`src/design/hatp_pkg.sv`:
```
// Shared payload types and result status codes for the hex TLV parser.
package hatp_pkg;

   localparam logic [2:0] STATUS_VALUE     = 3'd0;
   localparam logic [2:0] STATUS_EMPTY     = 3'd1;
   localparam logic [2:0] STATUS_TRUNCATED = 3'd2;
   localparam logic [2:0] STATUS_BAD_HEX   = 3'd3;
   localparam logic [2:0] STATUS_TOO_WIDE  = 3'd4;

   typedef struct packed {
      logic [7:0] char_in;
      logic       end_of_message;
   } req_payload_type;

   typedef struct packed {
      logic [2:0]  status;
      logic [15:0] element_index;
      logic [15:0] tag_value;
      logic        tag_is_long;
      logic [15:0] value_length;
      logic [7:0]  value_char;
      logic        element_done;
      logic        message_done;
   } rsp_payload_type;

endpackage

```
`src/design/hatp_chan_if.sv`:
```
// Valid/ready channel carrying one payload beat.
interface hatp_chan_if #(
   parameter type payload_type = logic [7:0]
);
   logic        valid;
   logic        ready;
   payload_type payload;

   modport source (output valid, output payload, input ready);
   modport sink (input valid, input payload, output ready);
endinterface

```
`src/design/hatp_step.sv`:
```
// Parser state register and the per-character decode and result logic.
module hatp_step #(
   parameter int MAX_LENGTH_BYTES = 2
) (
   input  logic                      clock,
   input  logic                      reset,
   input  logic                      advance,
   input  hatp_pkg::req_payload_type item,
   output logic                      result_valid,
   output hatp_pkg::rsp_payload_type result
);

   localparam int LenCntWidth = $clog2(MAX_LENGTH_BYTES + 1);
   localparam logic [7:0] CharLowerF = 8'h66;
   localparam logic [7:0] CharUpperF = 8'h46;

   typedef enum logic [2:0] {
      PH_TAG1   = 3'd0,
      PH_TAG2   = 3'd1,
      PH_TAG3   = 3'd2,
      PH_TAG4   = 3'd3,
      PH_LEN_HI = 3'd4,
      PH_LEN_LO = 3'd5,
      PH_VALUE  = 3'd6
   } phase_type;

   typedef struct packed {
      phase_type              phase;
      logic [15:0]            tag_shift;
      logic                   long_tag;
      logic [3:0]             high_nibble;
      logic [15:0]            length_accum;
      logic [LenCntWidth-1:0] bytes_left;
      logic [16:0]            value_left;
      logic [15:0]            element_count;
      logic                   error_hold;
   } state_type;

   // bit 4 set marks a non-hex character
   function automatic logic [4:0] hex_decode(input logic [7:0] c);
      logic [4:0] r;
      r = 5'h10;
      if (c >= 8'h30 && c <= 8'h39) begin
         r = {1'b0, c[3:0]};
      end else if ((c >= 8'h61 && c <= 8'h66) || (c >= 8'h41 && c <= 8'h46)) begin
         r = {1'b0, 4'(c[3:0] + 4'd9)};
      end
      return r;
   endfunction

   state_type   state_ff, state_in, state_clear, snap;
   logic [4:0]  hex;
   logic [3:0]  digit;
   logic        is_hex, eom;
   logic [7:0]  len_byte;
   logic        fail, len_done, handled;
   logic [2:0]  fail_code;
   logic        emit_en, emit_edone, emit_mdone;
   logic [2:0]  emit_status;
   logic [7:0]  emit_char;

   assign state_clear = '{PH_TAG1, 16'h0, 1'b0, 4'h0, 16'h0, '0, 17'h0, 16'h0, 1'b0};
   assign hex      = hex_decode(item.char_in);
   assign digit    = hex[3:0];
   assign is_hex   = !hex[4];
   assign eom      = item.end_of_message;
   assign len_byte = {state_ff.high_nibble, digit};

   always_comb begin
      state_in    = state_ff;
      snap        = state_ff;
      fail        = 1'b0;
      fail_code   = hatp_pkg::STATUS_BAD_HEX;
      len_done    = 1'b0;
      handled     = 1'b0;
      emit_en     = 1'b0;
      emit_status = hatp_pkg::STATUS_VALUE;
      emit_char   = 8'h0;
      emit_edone  = 1'b0;
      emit_mdone  = 1'b0;
      if (state_ff.error_hold) begin
         // drop characters until the message ends
         if (eom) begin
            state_in = state_clear;
         end
      end else begin
         unique case (state_ff.phase)
            PH_TAG2: begin
               if (!is_hex) begin
                  fail = 1'b1;
               end else begin
                  state_in.tag_shift = {state_ff.tag_shift[11:0], digit};
                  if (item.char_in == CharLowerF || item.char_in == CharUpperF) begin
                     state_in.long_tag = 1'b1;
                     state_in.phase    = PH_TAG3;
                  end else begin
                     state_in.phase = PH_LEN_HI;
                  end
               end
            end
            PH_TAG3, PH_TAG4: begin
               if (!is_hex) begin
                  fail = 1'b1;
               end else begin
                  state_in.tag_shift = {state_ff.tag_shift[11:0], digit};
                  state_in.phase     = (state_ff.phase == PH_TAG3) ? PH_TAG4 : PH_LEN_HI;
               end
            end
            PH_LEN_HI: begin
               if (!is_hex) begin
                  fail = 1'b1;
               end else begin
                  state_in.high_nibble = digit;
                  state_in.phase       = PH_LEN_LO;
               end
            end
            PH_LEN_LO: begin
               if (!is_hex) begin
                  fail = 1'b1;
               end else if (state_ff.bytes_left == '0) begin
                  if (!len_byte[7]) begin
                     state_in.length_accum = {8'h0, len_byte};
                     len_done              = 1'b1;
                  end else if (int'(len_byte[6:0]) > MAX_LENGTH_BYTES) begin
                     fail      = 1'b1;
                     fail_code = hatp_pkg::STATUS_TOO_WIDE;
                  end else begin
                     state_in.length_accum = 16'h0;
                     if (len_byte[6:0] == 7'h0) begin
                        len_done = 1'b1;
                     end else begin
                        state_in.bytes_left = LenCntWidth'(len_byte[6:0]);
                        state_in.phase      = PH_LEN_HI;
                     end
                  end
               end else if (state_ff.length_accum[15:8] != 8'h0) begin
                  fail      = 1'b1;
                  fail_code = hatp_pkg::STATUS_TOO_WIDE;
               end else begin
                  state_in.length_accum = {state_ff.length_accum[7:0], len_byte};
                  state_in.bytes_left   = state_ff.bytes_left - LenCntWidth'(1);
                  if (state_in.bytes_left == '0) begin
                     len_done = 1'b1;
                  end else begin
                     state_in.phase = PH_LEN_HI;
                  end
               end
            end
            PH_VALUE: begin
               handled = 1'b1;
               if (state_ff.value_left <= 17'd1) begin
                  emit_en           = 1'b1;
                  emit_char         = item.char_in;
                  emit_edone        = 1'b1;
                  emit_mdone        = eom;
                  state_in.value_left = 17'h0;
                  state_in.phase    = PH_TAG1;
                  if (eom) begin
                     state_in = state_clear;
                  end
               end else begin
                  state_in.value_left = state_ff.value_left - 17'd1;
                  if (!eom) begin
                     emit_en   = 1'b1;
                     emit_char = item.char_in;
                  end else begin
                     handled = 1'b0;
                  end
               end
            end
            default: begin
               // first tag character opens a new element
               if (state_ff.element_count != 16'hFFFF) begin
                  state_in.element_count = state_ff.element_count + 16'd1;
               end
               state_in.tag_shift    = 16'h0;
               state_in.long_tag     = 1'b0;
               state_in.high_nibble  = 4'h0;
               state_in.length_accum = 16'h0;
               state_in.bytes_left   = '0;
               state_in.value_left   = 17'h0;
               state_in.phase        = PH_TAG2;
               if (!is_hex) begin
                  fail = 1'b1;
               end else begin
                  state_in.tag_shift = {12'h0, digit};
               end
            end
         endcase

         if (fail) begin
            emit_en     = 1'b1;
            emit_status = fail_code;
            emit_edone  = 1'b1;
            emit_mdone  = eom;
            snap        = state_in;
            if (eom) begin
               state_in = state_clear;
            end else begin
               state_in.error_hold = 1'b1;
            end
         end else if (!handled) begin
            if (len_done) begin
               if (state_in.length_accum == 16'h0) begin
                  emit_en     = 1'b1;
                  emit_status = hatp_pkg::STATUS_EMPTY;
                  emit_edone  = 1'b1;
                  emit_mdone  = eom;
                  snap        = state_in;
                  handled     = 1'b1;
                  state_in.phase = PH_TAG1;
                  if (eom) begin
                     state_in = state_clear;
                  end
               end else begin
                  state_in.value_left = {state_in.length_accum, 1'b0};
                  state_in.phase      = PH_VALUE;
               end
            end
            if (!handled && eom) begin
               emit_en     = 1'b1;
               emit_status = hatp_pkg::STATUS_TRUNCATED;
               emit_edone  = 1'b1;
               emit_mdone  = 1'b1;
               snap        = state_in;
               state_in    = state_clear;
            end
         end
      end
   end

   always_comb begin
      result_valid         = emit_en;
      result.status        = emit_status;
      result.element_index = snap.element_count;
      result.tag_value     = snap.tag_shift;
      result.tag_is_long   = snap.long_tag;
      result.value_length  = snap.length_accum;
      result.value_char    = emit_char;
      result.element_done  = emit_edone;
      result.message_done  = emit_mdone;
   end

   always_ff @(posedge clock) begin
      if (reset) begin
         state_ff <= state_clear;
      end else if (advance) begin
         state_ff <= state_in;
      end
   end

endmodule

```
`src/design/hex_ascii_tlv_parser_unit.sv`:
```
// Top level of the hex TLV parser: input register, decode step, result register.
//
//   channel   dir   payload                                    beat
//   req_chan  in    char_in, end_of_message                    one character
//   rsp_chan  out   status, index, tag, length, char, flags    zero or one per character
//
// A character is decoded once it waits in the input register and the result
// register can take a beat; its result shows on rsp_chan in the next cycle.
// One character per clock is sustained while rsp_chan.ready stays high; the
// limit is the single decode step per cycle. A stalled result holds the
// decode step and, once the input register is full, req_chan.ready. Reset
// is synchronous and clears parser state and both valid flags.
module hex_ascii_tlv_parser_unit #(
   parameter int MAX_LENGTH_BYTES = 2
) (
   input logic         clock,
   input logic         reset,
   hatp_chan_if.sink   req_chan,
   hatp_chan_if.source rsp_chan
);

   logic                      in_valid_ff, in_valid_in;
   hatp_pkg::req_payload_type in_item_ff;
   logic                      rsp_valid_ff, rsp_valid_in;
   hatp_pkg::rsp_payload_type rsp_item_ff;
   logic                      advance, req_take;
   logic                      step_valid;
   hatp_pkg::rsp_payload_type step_result;

   // decode when a character waits and the result register can take a beat
   assign advance  = in_valid_ff && (!rsp_valid_ff || rsp_chan.ready);
   assign req_chan.ready = !in_valid_ff || advance;
   assign req_take = req_chan.valid && req_chan.ready;

   assign in_valid_in  = req_take ? 1'b1 : (advance ? 1'b0 : in_valid_ff);
   assign rsp_valid_in = advance ? step_valid : (rsp_valid_ff && !rsp_chan.ready);

   hatp_step #(
      .MAX_LENGTH_BYTES (MAX_LENGTH_BYTES)
   ) u_step (
      .clock        (clock),
      .reset        (reset),
      .advance      (advance),
      .item         (in_item_ff),
      .result_valid (step_valid),
      .result       (step_result)
   );

   always_ff @(posedge clock) begin
      if (reset) begin
         in_valid_ff  <= 1'b0;
         rsp_valid_ff <= 1'b0;
      end else begin
         in_valid_ff  <= in_valid_in;
         rsp_valid_ff <= rsp_valid_in;
      end
      if (req_take) begin
         in_item_ff <= req_chan.payload;
      end
      if (advance) begin
         rsp_item_ff <= step_result;
      end
   end

   assign rsp_chan.valid   = rsp_valid_ff;
   assign rsp_chan.payload = rsp_item_ff;

   a_reset_empty: assert property (@(posedge clock) reset |=> !rsp_valid_ff && !in_valid_ff)
      else $error("valid flags not cleared by reset");

   a_no_overwrite: assert property (@(posedge clock) disable iff (reset)
      rsp_valid_ff && !rsp_chan.ready |=> rsp_valid_ff && $stable(rsp_item_ff))
      else $error("stalled result lost or changed");

   a_marker_fields: assert property (@(posedge clock) disable iff (reset)
      rsp_valid_ff && rsp_item_ff.status != hatp_pkg::STATUS_VALUE
      |-> rsp_item_ff.element_done && rsp_item_ff.value_char == 8'h0)
      else $error("marker or error beat with value char or open element");

   a_open_char_not_last: assert property (@(posedge clock) disable iff (reset)
      rsp_valid_ff && !rsp_item_ff.element_done |-> !rsp_item_ff.message_done)
      else $error("message ended inside an element");

   a_index_nonzero: assert property (@(posedge clock) disable iff (reset)
      rsp_valid_ff |-> rsp_item_ff.element_index != 16'h0)
      else $error("result without an element");

endmodule

```
`src/flat_wrapper.sv`:
```
// flat-port wrapper written by rule: the top's interface ports become plain ports
module hex_ascii_tlv_parser_unit_flat 
#(
   parameter int MAX_LENGTH_BYTES = 2
)
  (clock, reset, req_chan_valid, req_chan_payload, req_chan_ready, rsp_chan_valid, rsp_chan_payload, rsp_chan_ready);
  hatp_chan_if #(.payload_type(hatp_pkg::req_payload_type)) req_chan_i ();
  hatp_chan_if #(.payload_type(hatp_pkg::rsp_payload_type)) rsp_chan_i ();
  input logic clock;
  input logic reset;
  input wire logic [$bits(req_chan_i.valid)-1:0] req_chan_valid;
  input wire logic [$bits(req_chan_i.payload)-1:0] req_chan_payload;
  output wire logic [$bits(req_chan_i.ready)-1:0] req_chan_ready;
  output wire logic [$bits(rsp_chan_i.valid)-1:0] rsp_chan_valid;
  output wire logic [$bits(rsp_chan_i.payload)-1:0] rsp_chan_payload;
  input wire logic [$bits(rsp_chan_i.ready)-1:0] rsp_chan_ready;
  assign req_chan_i.valid = req_chan_valid;
  assign req_chan_i.payload = req_chan_payload;
  assign req_chan_ready = req_chan_i.ready;
  assign rsp_chan_valid = rsp_chan_i.valid;
  assign rsp_chan_payload = rsp_chan_i.payload;
  assign rsp_chan_i.ready = rsp_chan_ready;
  hex_ascii_tlv_parser_unit #(.MAX_LENGTH_BYTES(MAX_LENGTH_BYTES)) u_core (.clock(clock), .reset(reset), .req_chan(req_chan_i), .rsp_chan(rsp_chan_i));
endmodule
```
`config.mk`:
```
export PLATFORM = sky130hd
export DESIGN_NAME = hex_ascii_tlv_parser_unit_flat
export DESIGN_NICKNAME = d
export VERILOG_FILES = /design/src/design/hatp_pkg.sv /design/src/design/hatp_chan_if.sv /design/src/design/hatp_step.sv /design/src/design/hex_ascii_tlv_parser_unit.sv /design/src/flat_wrapper.sv
export SDC_FILE = /design/constraint.sdc
export NUM_CORES = 1
export LEC_CHECK = 0
export BUFFER_PORTS_ARGS = -buffer_cell sky130_fd_sc_hd__buf_2
export CAP_MARGIN = 10
export CORE_UTILIZATION = 40
export CTS_BUF_LIST = sky130_fd_sc_hd__clkbuf_4 sky130_fd_sc_hd__clkbuf_8 sky130_fd_sc_hd__clkbuf_16
export CTS_CLUSTER_DIAMETER = 150
export DETAILED_ROUTE_END_ITERATION = 6
export PLACE_DENSITY = 0.59
export RECOVER_POWER = 25
export SLEW_MARGIN = 20
export SYNTH_ARGS = -nofsm -noshare
export SYNTH_HDL_FRONTEND = slang
export SYNTH_SLANG_ARGS = --single-unit
```
`constraint.sdc`:
```
create_clock -name clock -period 5.47 [get_ports clock]
set_input_delay 0.547 -clock clock [delete_from_list [all_inputs] [get_ports clock]]
set_output_delay 0.547 -clock clock [all_outputs]
set_load 0.05 [all_outputs]
```
======== Yosys cells after proc, flatten, opt, wreduce, memory -nomap -nowiden ========
Index checks and enable logic that the tools add are counted.
W data, S select, Z words.
word-level totals
  bits of input ports ..................... 13
  register bits ........................... 149
  output and inout port bits .............. 64
  logic and storage cells ................. 201
operators by class
  bitwise logic cells ..................... 1
  reduce and logical (&&, ||, !) cells .... 29
  mux-type cells .......................... 128
  equality and inequality tests ........... 10
  add/sub/neg operators ................... 4
  order comparisons ....................... 8
operator list
  operator                 number
  $mux W76                 9
  $mux W73                 8
  $mux W42                 3
  $mux W17                 6
  $mux W18                 5
  $mux W75                 1
  $pmux W33 S2             1
  $pmux W16 S4             1
  $mux W20                 3
  $mux W3                  20
  $mux W19                 3
  $pmux W18 S3             1
  $mux W1                  52
  $mux W39                 1
  $mux W16                 2
  $le A17 B1 Y1 const B    1
  $sub A17 B1 Y17 const B  1
  $add A16 B1 Y16 const B  1
  $eq A8 B7 Y1 const B     2
  $ge A8 B7 Y1 const B     2
  $le A8 B7 Y1 const B     2
  $logic_not A16 Y1        1
  $mux W8                  2
  $ne A16 B16 Y1 const B   1
  28 further kinds         51

======== Longest topological paths before layout ========
Gate-level depths: netlist of run 1.
  word-level depth ........................ 26
  gate-level depth with buffers ........... 16
  mapped depth without buffers ............ 12

======== Modules after synthesis ========
From an unflattened synthesis of run 1, not the netlist that was laid out.
unflattened totals
  cell total of the unflattened synthesis .. 1008
  area total of the unflattened synthesis .. 9053.7 sq um
by module, submodules not included
  module                     cells an instance  area an instance (sq um)  times used  seq. area each (sq um)
  hatp_step                  927                6817.8                    1           1521.5
  hex_ascii_tlv_parser_unit  81                 2235.9                    1           2172.1

======== Worst setup path after synthesis of run 1 ========
Ideal clock, no wire load.
  kind .................................... reg-to-reg
  from .................................... register u_core.in_item_ff[1] (netlist bit)
  to ...................................... register u_core.rsp_item_ff (netlist bit u_core.rsp_chan.payload[23]) (data pin)
  clock period less this slack ............ 3822 ps
  arrival time ............................ 3561 ps
  setup time .............................. 260 ps
  cell stages (with the launch flop) ...... 17
  buffers on the path ..................... 4
  slack ................................... 1648 ps
  data required time ...................... 5210 ps
  cells stage by stage .................... edfxtp_1 -> inv_1 -> ha_1 -> or4b_1 -> and3_1 -> a21oi_2 -> buf_6 -> buf_6 -> a2111oi_0 -> a22oi_1 -> nor3_1 -> and4_1 -> buf_4 -> a211oi_4 -> nor2_4 -> buf_4 -> mux2_4
RTL lines
  what                    RTL line                         source
  start, declared         hex_ascii_tlv_parser_unit.sv:23  hatp_pkg::req_payload_type in_item_ff;
  start signal, assigned  hex_ascii_tlv_parser_unit.sv:58  in_item_ff <= req_chan.payload;
  end signal, assigned    hex_ascii_tlv_parser_unit.sv:61  rsp_item_ff <= step_result;
  end, declared           hex_ascii_tlv_parser_unit.sv:25  hatp_pkg::rsp_payload_type rsp_item_ff;

==> results of run 1 <==
[flip-flops by register name, summed over array words and instances (netlist names)]
register / flops
u_core.rsp_chan.payload: 62
u_core.in_item_ff: 9
u_core.u_step.state_ff: 72
u_core.rsp_chan.valid: 1
u_core.in_valid_ff: 1
u_core.u_step.len_byte: 4
[cell type report]
class,instances,area (sq um),share of cell area [%]
Clock inverter,14,119,1.19
Timing Repair Buffer,92,434,4.35
Tap cell,280,350,3.51
Clock buffer,18,433,4.34
Sequential cell,149,3690,37.0
Multi-Input combinational cell,776,4850,48.6
Antenna cell,2,5.00,0.0501
Inverter,27,101,1.02
[layer usage]
metal / up-vias / wire length [um] / global-route usage [%] / part of all wire (%)
met5: - / 0 / 0 / 0
met4: 0 / 626 / 8.40 / 2.2
met3: 46 / 1940 / 3.70 / 6.8
met2: 375 / 12900 / 38.5 / 45
met1: 4052 / 13100 / 36.0 / 46
li1: 3953 / - / - / -
[cell usage after synthesis (8+ instances only)]
cell type    n  area [sq um]
o211ai_1    11          82.6
and3_1      17           106
nand3_1     27           135
nand2_1    101           379
a21o_1      14           105
a21oi_1     68           340
mux2_4      12           180
a22o_1      21           184
clkbuf_1    44           165
a31oi_1      9          56.3
nor2_1     126           473
edfxtp_1    71          2130
a22oi_1     45           338
nor3_1      33           165
nand4_1      9          56.3
xor2_1      10          87.6
a221oi_1    11          96.3
o21ai_0     74           370
dfxtp_1     78          1560
ha_1        11           138
o31ai_1     12          90.1
a211oi_1     9          67.6
nor4_1       8          50.1
inv_1       24          90.1
[stage by stage]
step | hold slack, ps | total power [mW] | instance area [sq um] | instances
after detailed placement | 459 | 1.50 | 9490 | 1324
after global routing | 285 | 2.69 | 9980 | 1356
final | 287 | 2.60 | 9980 | 1358
after global placement | 446 | 1.50 | 9490 | 1324
after CTS | 276 | 2.62 | 10000 | 1356
after floorplan | 432 | 1.43 | 8920 | 1015
[cells by family after synthesis]
kind of cell    Yosys count  synth area share (%)
compound gates          355                  28.0
xor+xnor                 17                  1.67
fa+ha+maj                11                  1.54
buf+inv                  90                  4.43
flops                   149                  41.4
mux                      19                  2.85
simple gates            374                  20.1
[worst max-delay path by stage]
stage / slack (ps) / depth (start not counted) / to
after detailed placement: 670 / 13 / u_core.rsp_chan.payload[17]$_DFFE_PP_
final: 580 / 13 / u_core.rsp_chan.payload[17]$_DFFE_PP_
after global routing: 270 / 12 / u_core.rsp_chan.payload[44]$_DFFE_PP_
after floorplan: 1650 / 16 / u_core.rsp_chan.payload[23]$_DFFE_PP_
after global placement: 730 / 13 / u_core.rsp_chan.payload[10]$_DFFE_PP_
after CTS: 650 / 13 / u_core.rsp_chan.payload[14]$_DFFE_PP_
[report_power, final]
part / switching (mW) / internal [mW] / total (mW)
Clock: 0.523 / 0.601 / 1.12
Combinational: 0.209 / 0.0586 / 0.268
Sequential: 0.0196 / 1.19 / 1.21
[critical path, stage by stage, from the launching register on]
cell	delay, ps
edfxtp_1	480
inv_1	230
ha_1	220
or4b_1	480
and3_1	200
a21oi_2	130
buf_4	280
a21o_1	430
o21ai_0	190
and4b_1	220
and4_1	310
a211oi_4	760
nor2_4	320
mux2_4	380
==> results.md, run 1 <==
- Status: completed
- Pleak: 3.51 nW
- Crit start category: register
- Worst r2r path cells: 13
- Post-CTS Repair Setup Buffers: 0
- Post-synth EDFFs: a little over 70
- FF+latch count, synth: around 150
- Final GP Congestion: 0.941
- Reg-to-Reg Start: u_core.in_item_ff[1]$_DFFE_PP_
- PD cells: around 260 nW/um^2
- Worst Setup SP: u_core.in_item_ff[1]$_DFFE_PP_
- Fill cells: roughly 2100
- Clock Skews: about 12 ps
- Worst r2r dst: u_core.rsp_chan.payload[17]$_DFFE_PP_
- Maximum VDD drop: between 0.0002 and 0.00025 V
- Setup WS post-layout: ~580 ps
- RSZ-0062 raised after global routing: false
- Routed Antenna Nets: 0
- Pin count of the biggest net entering global routing: 55
- Total gr overflow: 0
- CTS buffer count: 17
- Core Util, Final: 45.8%
- Share of cells above drive strength 1: 10.6%
- Core Area: roughly 22000 sq um
- Latest clock arrival within the worst-skew pair: between 400 and 500 ps
- Worst-Margin Slew: 1070 ps
- Final hold vios: 0
- Setup violations, final: 0
- Total track usage: ~25%
- Final Cycle Share: 89.4%
- Reg-to-reg slack, setup: between 500 and 600 ps
- Worst setup EP type: register
- Setup TNS: 0 ps
- Initial antenna violation count: 0
- Synth Cell Area: about 8900 sq um
- Max clock buf depth: 2
- Full die area: around 23000 sq um
- Max_slew headroom: 28.6%
- Initial DRC Count: between 900 and 1000
- Hold path endpoint: u_core.in_item_ff[5]$_DFFE_PP_
- Register area share after synthesis: between 40% and 50%
- Die height: 151 um
- Total wire length: approximately 29000 um
- Vias per std cell: 6.20
- Post-CTS Hold Fix Bufs: 0
- Pre-Repair DR Iteration Count: 5
- Synth Flop Type: dfxtp_1
- Row cnt: 54
- Unique cell type count in the Yosys netlist: just under 90
- Drt wl/cell: between 20 and 25 um
- Vias in the first global route: ~7500
- Chip width: around 150 um
- Critical path type: register to register
- Ys async rst share: 0%
- Vias: roughly 8400
- Sinks on Clock Net: between 100 and 150
- HP Start: req_chan_payload[5]
- DRC: 0
- Type of the tightest min-delay check: input pin to register
- Initial core utilization: between 40% and 50%
- # nets final: approximately 1100
- Maxcap violations: 0
- Most frequent cells in the layout: 126 x nor2_1, 101 x nand2_1, 78 x dfxtp_1
- Clk slew on worst S/H paths: ~70 ps
- Fmax: between 0.2 and 0.25 GHz
- Mapped Avg Cell Area: 8.79 sq um
- Dpl hpwl: 19900 um
- Root Driver: clkbuf_16
- Slew Viols, Final: 0
- Final min period: roughly 5000 ps
- Hold Path Depth: 1
- Yosys synthesis warning count: 0
- WP data arrival: approximately 5100 ps
- Commonest non-fill, non-tap cell in the layout: nor2_1
- Worst EP required: approximately 5700 ps
- CTS tree: yes
- I/O pins: 77
- H-tree level count: 4
- Port Buf Inserts: 76
- Global-route wire length before repair: ~44000 um
- Crit path max fanout: 22
- Post_cts resized: 0
- Cell count after synthesis: ~1000
- Post-synth net total: 1039
- Area growth, synth to finish: 11.9%
- Post-place setup slack: between 600 and 700 ps
No activity file was read; power rests on OpenSTA's default activity.
==> run 2: changes to the inputs <==
--- a/config.mk
+++ b/config.mk
@@ -10,8 +10,9 @@
 export CORE_UTILIZATION = 40
 export CTS_BUF_LIST = sky130_fd_sc_hd__clkbuf_4 sky130_fd_sc_hd__clkbuf_8 sky130_fd_sc_hd__clkbuf_16
 export CTS_CLUSTER_DIAMETER = 150
+export CTS_CLUSTER_SIZE = 20
 export DETAILED_ROUTE_END_ITERATION = 6
-export PLACE_DENSITY = 0.59
+export PLACE_DENSITY = 0.58
 export RECOVER_POWER = 25
 export SLEW_MARGIN = 20
 export SYNTH_ARGS = -nofsm -noshare
==> results.md, run 2 (synthesis results as in run 1) <==
- Post-CTS Repair Setup Buffers: 0 (unchanged)
- Critical path type: register to register (unchanged)
- WP data arrival: 5300 ps (was 5070 ps)
- Initial antenna violation count: 1 (was 0)
- Total wire length: 28400 um (was 28600 um)
- Vias in the first global route: 7640 (was 7479)
- Worst setup EP type: register (unchanged)
- Clk slew on worst S/H paths: 70 ps (about the same)
- Setup violations, final: 0 (unchanged)
- Maxcap violations: 0 (unchanged)
- Status: completed (unchanged)
- Setup TNS: 0 ps (unchanged)
- Row cnt: 54 (unchanged)
- Drt wl/cell: 20.9 um (was 21.0 um)
- Global-route wire length before repair: 44500 um (was 43700 um)
- Pre-Repair DR Iteration Count: 6 (was 5)
- Share of cells above drive strength 1: 13.1% (was 10.6%)
- Latest clock arrival within the worst-skew pair: 440 ps (about the same)
- Final instance area: 10000 sq um (was 9980 sq um)
- Total gr overflow: 0 (unchanged)
- I/O pins: 77 (unchanged)
- Vias per std cell: 6.17 (was 6.20)
- Max_slew headroom: 2.04% (was 28.6%)
- Post-place setup slack: 595 ps (was 669 ps)
- Final min period: 5000 ps (was 4890 ps)
- Final hold vios: 0 (unchanged)
- DRC: 0 (unchanged)
- Initial core utilization: 40.9% (unchanged)
- Antenna Cells: 0 (was 2)
- Final Cycle Share: 91.4% (was 89.4%)
- Max clock buf depth: 2 (unchanged)
- Port Buf Inserts: 76 (unchanged)
- Routed Antenna Nets: 0 (unchanged)
- Vias: 8384 (was 8426)
- CTS tree: yes (unchanged)
- Type of the tightest min-delay check: input pin to register (unchanged)
- Worst EP required: 5770 ps (was 5650 ps)
- Final GP Congestion: 0.948 (was 0.941)
- Initial DRC Count: 717 (was 942)
- Total track usage: 25.6% (was 25.2%)
- Die height: 151 um (unchanged)
- Dpl hpwl: 19600 um (was 19900 um)
- Worst-Margin Slew: 1470 ps (was 1070 ps)
- Slew Viols, Final: 0 (unchanged)
- RSZ-0062 raised after global routing: false (unchanged)
- Commonest non-fill, non-tap cell in the layout: nor2_1 (unchanged)
- Fmax: 0.200 GHz (was 0.205 GHz)
- Sinks on Clock Net: 149 (unchanged)
- Clock Skews: 13.2 ps (was 12.0 ps)
- Crit path max fanout: 22 (unchanged)
- CTS buffer count: 17 (unchanged)
- Placed Area: 9510 sq um (was 9490 sq um)
- Storage element area: 3690 sq um (unchanged)
- Chip width: 151 um (unchanged)
- Fill cells: 2149 (was 2146)
- Setup WS post-layout: 468 ps (was 581 ps)
- Crit start category: register (unchanged)
- Max FFs per register: 72 (unchanged)
- Most frequent cells in the layout: 126 x nor2_1, 101 x nand2_1, 78 x dfxtp_1 (unchanged)
- Area of the multi-input gates: 4860 sq um (was 4850 sq um)
- Pleak: 3.61 nW (was 3.51 nW)
- Post-CTS Hold Fix Bufs: 0 (unchanged)
- Area growth, synth to finish: 12.5% (was 11.9%)
- Largest register by flop count: u_core.u_step.state_ff (unchanged)
- # nets final: 1089 (was 1087)
- Full die area: 22900 sq um (unchanged)
- H-tree level count: 4 (unchanged)
- Core Area: 21800 sq um (unchanged)
- PD cells: 259 nW/um^2 (was 260 nW/um^2)
- Pin count of the biggest net entering global routing: 53 (was 55)
- Root Driver: clkbuf_16 (unchanged)
- Post_cts resized: 0 (unchanged)
- Maximum VDD drop: 0.000193 V (was 0.000217 V)
-- run 2: changes by cell type in the layout (fill, tap and decap cells not counted), moves of 2 or more --
| cell | change |
|---|---|
| clkinvlp_4 | -2 |
| buf_2 | +27 |
| diode_2 | -2 |
| clkbuf_1 | -26 |
| clkinv_4 | +2 |
-- run 2: stage by stage --
| stage | power [mW] | utilization, % | cells | hold WS, ps |
|---|---|---|---|---|
| 3_3_place_gp | 1.50 | 43.6 | 1326 | 451 |
| 6_report | 2.60 | 46.0 | 1358 | 285 |
| 3_5_place_dp | 1.50 | 43.6 | 1326 | 451 |
| 5_1_grt | 2.69 | 46.0 | 1358 | 280 |
| 4_1_cts | 2.62 | 46.1 | 1358 | 278 |
| 2_1_floorplan | 1.43 | - | 1015 | 432 |
-- run 2: area by class of cell --
type | instances | area share, %
Multi-Input combinational cell | 776 | 48.4
Inverter | 27 | 1.01
Clock inverter | 14 | 1.15
Tap cell | 280 | 3.49
Sequential cell | 149 | 36.8
Clock buffer | 18 | 4.38
Timing Repair Buffer | 94 | 4.78
-- run 2: power breakdown --
group          total, mW  internal (mW)  switching [mW]  leakage, nW
Clock               1.11          0.605           0.509        0.281
Combinational      0.277         0.0615           0.215         2.00
Sequential          1.20           1.19          0.0140         1.33
Total               2.60           1.86           0.739         3.61
-- run 2: worst paths after layout --
check	endpoint	slack (ps)	depth (start not counted)	start
setup / recovery	u_core.rsp_chan.payload[36]$_DFFE_PP_	470	10	u_core.in_item_ff[0]$_DFFE_PP_
hold / removal	u_core.in_item_ff[6]$_DFFE_PP_	280	1	req_chan_payload[6]
setup reg to reg	u_core.rsp_chan.payload[36]$_DFFE_PP_	470	10	u_core.in_item_ff[0]$_DFFE_PP_
hold reg to reg	u_core.u_step.state_ff[56]$_SDFFE_PP0P_	470	2	u_core.u_step.state_ff[56]$_SDFFE_PP0P_
-- run 2: critical path, stage by stage, from the launching register on --
cell	delay, ps
edfxtp_1	320
clkbuf_1	1070
a41oi_2	500
a21o_1	470
a22o_1	320
nor4b_2	270
and4_1	530
a211oi_4	130
buf_4	280
nor3_2	700
a22o_1	260
-- run 2: layer usage --
metal  wire length [um]  GRT usage [%]  part of all wire (%)  vias up
li1                   -              -                     -     3960
met1              12900           36.4                    45     4019
met2              12600           38.5                    45      354
met3               2100           4.37                   7.4       51
met4                771           9.55                   2.7        0
met5                  0              0                     0        -
==> run 3: changes to the inputs <==
--- a/config.mk
+++ b/config.mk
@@ -12,7 +12,7 @@
 export CTS_CLUSTER_DIAMETER = 150
 export CTS_CLUSTER_SIZE = 20
 export DETAILED_ROUTE_END_ITERATION = 6
-export PLACE_DENSITY = 0.58
+export PLACE_DENSITY = 0.6
 export RECOVER_POWER = 25
 export SLEW_MARGIN = 20
 export SYNTH_ARGS = -nofsm -noshare
==> constraint.sdc (replaced) <==
create_clock -name clock -period 4.6 [get_ports clock]
set_input_delay 0.46 -clock clock [delete_from_list [all_inputs] [get_ports clock]]
set_output_delay 0.46 -clock clock [all_outputs]
set_load 0.05 [all_outputs]
==> results.md, run 3 (synthesis results as in run 1) <==
- Status: completed (unchanged)
- Slew Viols, Final: 0 (unchanged)
- Type of the tightest min-delay check: input pin to register (unchanged)
- Final hold vios: 0 (unchanged)
- Total track usage: 25.4% (was 25.6%)
- DRC: 0 (unchanged)
- Vias per std cell: 6.21 (was 6.17)
- Worst Hold Slack: 205 ps (was 285 ps)
- Commonest non-fill, non-tap cell in the layout: nor2_1 (unchanged)
- Share of cells above drive strength 1: 13.9% (was 13.1%)
- Final Cycle Share: 95.3% (was 91.4%)
- Latest clock arrival within the worst-skew pair: 430 ps (was 440 ps)
- Fmax: 0.228 GHz (was 0.200 GHz)
- Initial core utilization: 40.9% (unchanged)
- Crit path max fanout: 16 (was 22)
- Vias in the first global route: 7884 (was 7640)
- Storage element area: 3690 sq um (unchanged)
- Final instance area: 10300 sq um (was 10000 sq um)
- Port Buf Inserts: 76 (unchanged)
- Global-route wire length before repair: 44300 um (was 44500 um)
- Routed Antenna Nets: 0 (unchanged)
- Root Driver: clkbuf_16 (unchanged)
- Dpl hpwl: 19900 um (was 19600 um)
- Crit-path leading delay family: compound AO/OA/AOI/OAI gates (unchanged)
- Setup violations, final: 0 (unchanged)
- WP data arrival: 4570 ps (was 5300 ps)
- Placed Area: 9700 sq um (was 9510 sq um)
- Maxcap violations: 0 (unchanged)
- Pin count of the biggest net entering global routing: 63 (was 53)
- Final GP Congestion: 0.978 (was 0.948)
- Maximum VDD drop: 0.000208 V (was 0.000193 V)
- Drt wl/cell: 20.7 um (was 20.9 um)
- # nets final: 1117 (was 1089)
- Critical Path Slowest Stage Cell: edfxtp_1 (was clkbuf_1)
- RSZ-0062 raised after global routing: false (unchanged)
- Core Area: 21800 sq um (unchanged)
- CTS tree: yes (unchanged)
- Most frequent cells in the layout: 126 x nor2_1, 101 x nand2_1, 78 x dfxtp_1 (unchanged)
- Critical path type: register to register (unchanged)
- Worst setup EP type: register (unchanged)
- H-tree level count: 4 (unchanged)
- CTS buffer count: 17 (unchanged)
- Die height: 151 um (unchanged)
- Fill cells: 2124 (was 2149)
- Clock Skews: 13.4 ps (was 13.2 ps)
- Worst path max stage delay: 480 ps (was 1070 ps)
- Buffers plus inverters on the worst setup path: 3 (was 2)
- Total gr overflow: 0 (unchanged)
- Max clock buf depth: 2 (unchanged)
- Area of the multi-input gates: 4860 sq um (unchanged)
- Max_slew headroom: 33.9% (was 2.04%)
- Sinks on Clock Net: 149 (unchanged)
- Largest register by flop count: u_core.u_step.state_ff (unchanged)
- Pleak: 3.71 nW (was 3.61 nW)
- Final min period: 4380 ps (was 5000 ps)
- Pre-Repair DR Iteration Count: 6 (unchanged)
- Chip width: 151 um (unchanged)
- Setup TNS: 0 ps (unchanged)
- Crit start category: register (unchanged)
- Max FFs per register: 72 (unchanged)
- Clk slew on worst S/H paths: 70 ps (about the same)
- Total wire length: 28700 um (was 28400 um)
- Worst-Margin Slew: 988 ps (was 1470 ps)
- Post-CTS Repair Setup Buffers: 0 (unchanged)
- PD cells: 310 nW/um^2 (was 259 nW/um^2)
- Area growth, synth to finish: 15.0% (was 12.5%)
- Full die area: 22900 sq um (unchanged)
- Initial DRC Count: 857 (was 717)
- Cell breakdown of the critical path: inv_1 -> ha_1 -> o21bai_1 -> a21oi_2 -> a21oi_2 -> buf_4 -> a21o_1 -> a22o_1 -> nor4b_2 -> and4_1 -> buf_4 -> a211o_2 -> nand3_4 -> a22o_1 (was clkbuf_1 -> a41oi_2 -> a21o_1 -> a22o_1 -> nor4b_2 -> and4_1 -> a211oi_4 -> buf_4 -> nor3_2 -> a22o_1)
- Vias: 8620 (was 8384)
- Row cnt: 54 (unchanged)
- I/O pins: 77 (unchanged)
- Initial antenna violation count: 1 (unchanged)
- Worst EP required: 4780 ps (was 5770 ps)
[run 3: changes by cell type in the layout (fill, tap and decap cells not counted), sizes merged]
cell      before  now
nor2         127  128
inv           31   32
clkinv        10    5
bufinv         0    1
buf           67   82
clkbuf        45   58
diode          0    1
clkinvlp       0    2
[run 3: layer usage]
layer	up-vias	track usage, %	part of all wire (%)
li1	4011	-	-
met1	4142	34.8	43
met2	404	37.4	44
met3	63	6.63	9.8
met4	0	10.9	3.5
met5	-	0	0
[run 3: where the power goes]
part,internal [mW],switching (mW)
Clock,0.791,0.614
Combinational,0.0810,0.258
Sequential,1.42,0.0176
Total,2.29,0.890
[run 3: cell type report]
class,instances,share of cell area (%)
multi-input cells,777,47.3
flip-flops and latches,149,36.0
repair buffers,121,6.50
clock buffers,19,4.42
well taps,280,3.42
clock inverters,13,1.31
inverters,27,0.988
diodes,1,0.0244
[run 3: final timing paths]
| path | startpoint | end | slack, ps | cells after the start |
|---|---|---|---|---|
| hold / removal | req_chan_payload[5] | u_core.in_item_ff[5]$_DFFE_PP_ | 200 | 1 |
| setup reg to reg | u_core.in_item_ff[1]$_DFFE_PP_ | u_core.rsp_chan.payload[29]$_DFFE_PP_ | 220 | 14 |
| hold reg to reg | u_core.u_step.state_ff[56]$_SDFFE_PP0P_ | u_core.u_step.state_ff[56]$_SDFFE_PP0P_ | 460 | 2 |
| setup / recovery | u_core.in_item_ff[1]$_DFFE_PP_ | u_core.rsp_chan.payload[29]$_DFFE_PP_ | 220 | 14 |
[run 3: timing repair]
| item | CTS | global route |
|---|---|---|
| hold buffers | 0 | 0 |
| setup endpoints to repair | 0 | 31 |
| resized for setup | 0 | 2 |
[run 3: worst register-to-register path, delay by kind of cell, from the launching register on]
family,cells,cell delay [ps]
compound gates,7,1800
fa+ha+maj,1,230
buf+inv,3,630
flops,1,480
simple gates,3,1010
[run 3: per-stage QoR]
stage	power [mW]	setup slack, ps	cells	util [%]
floorplan	1.70	778	1015	-
detailed placement	1.80	197	1353	44.4
finish	3.18	216	1387	47.0
CTS	3.19	197	1385	47.1
global route	3.28	10.0	1386	47.0
global placement	1.80	301	1353	44.4
